$ cat src/rtl/hpc_pkg.sv
// Shared widths, codes and the saturating sign-apply helper for the hue preserving clamp.
// Used by hpc_div, the top level hue_preserving_clamp and its checker.
package hpc_pkg;

  // Sample and register widths.
  localparam int SW     = 16;
  localparam int UPW    = 15;
  localparam int LVW    = 16;
  localparam int NCH    = 3;
  localparam int TDW    = NCH * SW;

  // Divider geometry: dividend holds a product, quotient gets one bit per step.
  localparam int DW     = 16;
  localparam int QW     = 16;
  localparam int NW     = DW + QW;
  localparam int DIV_LAT = QW + 1;

  // Configuration port.
  localparam int CFG_AW = 1;
  localparam int CFG_DW = 16;
  localparam logic [CFG_AW-1:0] CFG_UPPER = 1'b0;
  localparam logic [CFG_AW-1:0] CFG_LOWER = 1'b1;
  localparam logic [UPW-1:0] UPPER_RESET = 15'd4096;
  localparam logic [LVW-1:0] LOWER_RESET = 16'd0;

  // Result flag positions in out_tuser.
  localparam int FLAG_SAT   = 0;
  localparam int FLAG_FAULT = 1;

  localparam logic [QW-1:0] SMAX_MAG = 16'h7FFF;
  localparam logic [QW-1:0] SMIN_MAG = 16'h8000;

  typedef logic signed [SW-1:0] sample_t;

  // Applies the sign to an unsigned quotient and clamps to the sample range.
  // Bit SW of the result is the saturation flag.
  function automatic logic [SW:0] sign_clamp(input logic [QW-1:0] q, input logic ovf,
                                             input logic neg);
    logic [SW:0] r;
    if (neg) begin
      if (ovf || (q > SMIN_MAG)) r = {1'b1, SMIN_MAG};
      else r = {1'b0, SW'(-q)};
    end else begin
      if (ovf || q[QW-1]) r = {1'b1, SMAX_MAG};
      else r = {1'b0, SW'(q)};
    end
    return r;
  endfunction

endpackage

$ cat src/rtl/hpc_div.sv
// Pipelined restoring divider: three dividends over one shared divisor, one quotient
// bit per stage, with a side tag carried along. Depends on hpc_pkg.
module hpc_div #(
  parameter int TAG_W = 1
) (
  input  logic                                 clk,
  input  logic                                 rst_n,
  input  logic                                 ce,
  input  logic                                 in_valid,
  input  logic [2:0][hpc_pkg::NW-1:0]          in_num,
  input  logic [hpc_pkg::DW-1:0]               in_den,
  input  logic [TAG_W-1:0]                     in_tag,
  output logic                                 out_valid,
  output logic [2:0][hpc_pkg::QW-1:0]          out_quo,
  output logic [2:0]                           out_ovf,
  output logic [TAG_W-1:0]                     out_tag
);
  import hpc_pkg::*;

  logic [2:0][NW-1:0] n_r   [0:QW-1];
  logic [DW-1:0]      den_r [0:QW-1];
  logic [2:0][QW-1:0] q_r   [0:QW];
  logic [2:0]         ovf_r [0:QW];
  logic [TAG_W-1:0]   tag_r [0:QW];
  logic               v_r   [0:QW];

  // Entry stage: flag quotients that cannot fit in QW bits.
  always_ff @(posedge clk) begin
    if (!rst_n) begin
      v_r[0] <= 1'b0;
    end else if (ce) begin
      v_r[0] <= in_valid;
    end
  end

  always_ff @(posedge clk) begin
    logic [2:0] ovf;
    if (ce) begin
      for (int j = 0; j < 3; j++) begin
        ovf[j] = (in_num[j] >= {in_den, {QW{1'b0}}});
      end
      ovf_r[0] <= ovf;
      n_r[0]   <= in_num;
      den_r[0] <= in_den;
      q_r[0]   <= '0;
      tag_r[0] <= in_tag;
    end
  end

  // One quotient bit per stage, most significant first.
  for (genvar k = 1; k <= QW; k++) begin : g_step
    logic [2:0][NW-1:0] n_nxt;
    logic [2:0]         bit_nxt;
    logic [2:0][QW-1:0] q_nxt;

    always_comb begin
      logic [NW-1:0] dsh;
      logic [NW:0]   trial;
      dsh = NW'(den_r[k-1]) << (QW - k);
      for (int j = 0; j < 3; j++) begin
        trial      = {1'b0, n_r[k-1][j]} - {1'b0, dsh};
        bit_nxt[j] = !trial[NW];
        n_nxt[j]   = bit_nxt[j] ? trial[NW-1:0] : n_r[k-1][j];
        q_nxt[j]   = {q_r[k-1][j][QW-2:0], bit_nxt[j]};
      end
    end

    always_ff @(posedge clk) begin
      if (!rst_n) begin
        v_r[k] <= 1'b0;
      end else if (ce) begin
        v_r[k] <= v_r[k-1];
      end
    end

    always_ff @(posedge clk) begin
      if (ce) begin
        q_r[k]   <= q_nxt;
        ovf_r[k] <= ovf_r[k-1];
        tag_r[k] <= tag_r[k-1];
      end
    end

    // The last stage needs no remainder.
    if (k < QW) begin : g_rem
      always_ff @(posedge clk) begin
        if (ce) begin
          n_r[k]   <= n_nxt;
          den_r[k] <= den_r[k-1];
        end
      end
    end
  end

  assign out_valid = v_r[QW];
  assign out_quo   = q_r[QW];
  assign out_ovf   = ovf_r[QW];
  assign out_tag   = tag_r[QW];

endmodule

$ cat config.mk
export PLATFORM = sky130hd
export DESIGN_NAME = hpc_div
export DESIGN_NICKNAME = d
export VERILOG_FILES = /design/src/rtl/hpc_pkg.sv /design/src/rtl/hpc_div.sv
export SDC_FILE = /design/constraint.sdc
export NUM_CORES = 2
export LEC_CHECK = 0
export ABC_AREA = 0
export BUFFER_PORTS_ARGS = -buffer_cell sky130_fd_sc_hd__buf_2
export CAP_MARGIN = 20
export CORE_MARGIN = 2
export CORE_UTILIZATION = 40
export DETAILED_ROUTE_END_ITERATION = 12
export GPL_ROUTABILITY_DRIVEN = 0
export PLACE_DENSITY = 0.53
export SETUP_SLACK_MARGIN = 0.4
export SLEW_MARGIN = 20
export SYNTH_ARGS = -nofsm -noshare
export SYNTH_HDL_FRONTEND = slang
export SYNTH_SLANG_ARGS = --single-unit
$ cat constraint.sdc
create_clock -name clk -period 3.61 [get_ports clk]
set_clock_uncertainty 0.2 [all_clocks]
set_input_delay 0.361 -clock clk [delete_from_list [all_inputs] [get_ports clk]]
set_output_delay 0.361 -clock clk [all_outputs]
set_load 0.02 [all_outputs]
==> PnR_summary.wiki <==
{| class="wikitable"
! Metric !! Value
|-
| Global-route usage over all layers || between 20% and 30%
|-
| Vertical die dimension || between 500 and 600 um
|-
| Top post-synthesis cells by count || edfxtp_1 (2284), ha_1 (813), nand2_1 (732), nor2_1 (718), a21oi_1 (701)
|-
| Core Box Area || a little under 300000 um^2
|-
| Post-detailed-route count of antenna-violating nets || 0
|-
| Count of buffers from port buffering || roughly 170
|-
| Vias in the first global route || about 82000
|-
| Global-route layer with the greatest usage || met2
|-
| Hold Path Class || in2reg
|-
| Sequential-to-total area share from yosys stat || between 50% and 60%
|-
| Final Total Pwr || ~110 mW
|-
| Async S/R FF share, synth || 0%
|-
| Maximum buffer depth of the clock tree || 4
|-
| Nets || ~12000
|-
| Peak VDD IR || 0.000502 V
|-
| Routing usage on met3 || under 10%
|-
| Root Buffer Master || clkbuf_16
|-
| Setup WS post-layout || roughly 0.019 ns
|-
| Switching power total || approximately 37 mW
|-
| CTS tree || done
|-
| Count of different cell masters after synthesis || between 100 and 150
|-
| Mean instance size in the synthesized netlist || about 12 um^2
|-
| Wire length of the first global-routing pass || approximately 480 mm
|-
| Yosys top cell area share || between 50 and 60%
|-
| Maximum number of pins on one net before global-route repair || between 150 and 200
|-
| Slew headroom || between 30% and 40%
|-
| Run status || complete, no violations
|-
| Path type of the worst setup path || reg2reg
|-
| Die X || 551 um
|-
| Maximum single-stage delay on the critical path || between 0.3 and 0.4 ns
|-
| Ordered cell list for the critical path || buf_4, ha_4, fa_2, nor2b_2, o31a_1, o32a_1, a211oi_2, o21ai_2, a31o_4, a211oi_4, buf_6, buf_16, nor2_4, mux2_4
|-
| Total of flip-flops plus latches after synthesis || between 2000 and 2500
|-
| Met2 Resource Use GR || about 37%
|-
| Overflow after GRT || 0
|-
| Setup slack on the worst flop-to-flop path || 0.02 ns
|-
| Standard-cell rows || 200
|-
| Main flop type after synthesis || edfxtp_1
|-
| Worst-path cell with the longest stage delay || edfxtp_1
|-
| Cell accounting for the most synthesized area || edfxtp_1
|-
| Gate power share || between 30 and 40%
|-
| Count of H-tree levels built during CTS || 5
|-
| Element type at the critical path end || register
|-
| Clock-pin transition on the worst setup and hold timing paths || about 0.06 ns
|-
| Post-detailed-route via-to-cell ratio || 5.37
|-
| Endpoints failing hold || 0
|-
| Detailed-placement wirelength estimate || approximately 240 mm
|-
| Clk_lat worst skew || ~0.91 ns
|-
| Time the worst path needs with I/O delays and setup || 3.59 ns
|-
| Initial antenna violation count || 16
|-
| Switching share of total power || 34.2%
|-
| Mapped cell area || 120000 um^2
|-
| Most frequent cell after synthesis || edfxtp_1
|-
| Required time of the critical path || approximately 4 ns
|-
| Worst Tran Pin Value || approximately 0.95 ns
|-
| Setup WS pre-CTS || -0.109 ns
|-
| Internal power contribution || 71.3 mW
|-
| Violation count after the first detailed-routing iteration || roughly 5700
|-
| Total I/O pin count || between 150 and 200
|-
| Data arrival, critical path || between 4 and 5 ns
|-
| Crit start category || register
|-
| Clock power frac || around 25%
|-
| DIE AREA || between 300000 and 400000 um^2
|-
| Share of cells above drive strength 1 || about 20%
|-
| Share of total power in sequential cells || approximately two fifths
|-
| Pleak || around 56 nW
|-
| Post-route DRC || 0
|-
| DR WL/cell || around 21 um
|-
| Total clock sinks || ~2300
|-
| Total clock buffers created by CTS || approximately 270
|-
| Effective utilization at floorplan || roughly 40%
|-
| Count of flip-flops with a built-in enable after synthesis || between 2000 and 2500
|-
| Max Slew Vio Count || 0
|-
| Fmax || 278 MHz
|-
| Max Cap Violations || 0
|-
| Grt met1 use || a little under a quarter
|-
| Layout area overhead || 22.7%
|-
| Pwr Density || roughly 740 nW/um^2
|-
| Number of warnings printed during yosys synthesis || 0
|-
| Unrepaired setup endpoints after global routing || true
|-
| Tcrit/Tclk final || 99.5%
|-
| Iteration count of the initial detailed-routing pass || 6
|-
| Final-layout fill cell count || around 26000
|-
| Largest driver fanout on the critical path || 7
|-
| Mapped Nets || approximately 11000
|-
| # setup viols final || 0
|-
| Aggregate routed wire length || approximately 330 mm
|-
| Synthesized netlist cell count || between 9000 and 10000
|-
| Synth area leaders || edfxtp_1 (57%), ha_1 (8.5%), xnor2_1 (3.2%)
|-
| Routed via count || between 80000 and 90000
|}
state kept, by name, indices dropped and copies added (netlist names):
| register | count |
|---|---|
| den_r | 256 |
| n_r | 1536 |
| ovf_r | 51 |
| q_r | 408 |
| tag_r | 17 |
| v_r | 17 |
final timing paths:
path	start	end	depth (start not counted)
setup / recovery	den_r[0][48]$_DFFE_PP_	n_r[2][61]$_DFFE_PP_	14
hold / removal	in_num[1]	n_r[0][1]$_DFFE_PP_	2
setup reg to reg	den_r[0][48]$_DFFE_PP_	n_r[2][61]$_DFFE_PP_	14
hold reg to reg	q_r[0][466]$_DFFE_PP_	q_r[0][515]$_DFFE_PP_	0
layout make-up:
class                      count  area (um^2)  area share, %
antenna                       14         35.0         0.0239
clock buffer                 327         7140           4.87
clock inverter               155         1500           1.02
inverter                     500         1970           1.34
multi-input combinational   6926        52100           35.5
sequential                  2285        68600           46.7
tap                         3939         4930           3.36
timing repair buffer        1219        10500           7.15
critical path, delay by kind of cell (launching register included):
family | cells | cell delay [ns]
AND/OR/NAND/NOR | 2 | 0.09
AO/OA/AOI/OAI | 6 | 1.54
adder cells (fa/ha/maj) | 2 | 0.38
buffers and inverters | 3 | 0.48
multiplexers | 1 | 0.27
flip-flops | 1 | 0.38
placed cells by master, fill, tap and decap left out, types with 49 or more instances in the layout:
cell and count:
a211oi_1 55, a21o_1 245, a21oi_1 637, a21oi_2 55
and3_1 59, buf_12 53, buf_2 171, buf_4 704
buf_6 58, clkbuf_1 49, clkbuf_16 284, clkinv_1 55
dlygate4sd3_1 209, edfxtp_1 2284, ha_1 735, ha_4 56
inv_1 399, inv_2 72, mux2_2 146, nand2_1 713
nand2b_1 179, nand3_1 115, nand4_1 62, nor2_1 681
nor2b_1 103, nor3_1 195, nor4_1 79, o21a_1 150
o21ai_0 564, o31ai_1 66, or3_1 91, xnor2_1 436
xor2_1 378
metal layers:
layer  wire length [um]  part of all wire, %
met3              12300                  3.8
met2             164000                   50
met4              22300                  6.8
met5                 30               0.0092
met1             127000                   39
repair_timing:
item | in CTS | in global routing
hold endpoints to repair | 196 | 0
gates resized for setup | 419 | 500
hold buffers | 209 | 0
buffers inserted | 172 | 109
cloned | 15 | 6
pin swaps | 164 | 182
setup endpoints to repair | 906 | 1030
through the flow:
stage	instance area, um^2	setup TNS [ns]	util (%)	std cells	hold WS (ns)
detailed placement	129000	-1.01	43.6	14400	0.205
global placement	129000	-0.458	43.6	14400	0.200
global route	147000	-0.0509	49.4	15400	0.0303
floorplan	120000	0	-	9900	0.200
finish	147000	0	49.4	15400	0.0984
CTS	144000	0	48.3	15200	0.0000189
cells by family (layout without fill, tap and decap cells):
kind of cell | Yosys count | after routing | share of synthesized area [%]
AO/OA/AOI/OAI | 2357 | 2357 | 12.3
XOR/XNOR | 823 | 823 | 6.03
AND/OR/NAND/NOR | 2707 | 2709 | 11.1
other | 0 | 14 | 0
flip-flops | 2285 | 2285 | 57.4
buffers and inverters | 691 | 2201 | 2.25
adder cells (fa/ha/maj) | 858 | 858 | 9.26
multiplexers | 179 | 179 | 1.66
power groups by stage:
stage          Combinational (mW)  Clock [mW]  Sequential, mW
6_report                     40.0        26.6            41.8
5_1_grt                      44.2        28.4            42.3
4_1_cts                      37.9        27.4            41.6
3_5_place_dp                 35.9           0            42.1
3_3_place_gp                 35.1           0            42.1
2_1_floorplan                25.9           0            40.0
Note: power is estimated with default switching activity, not from simulation.
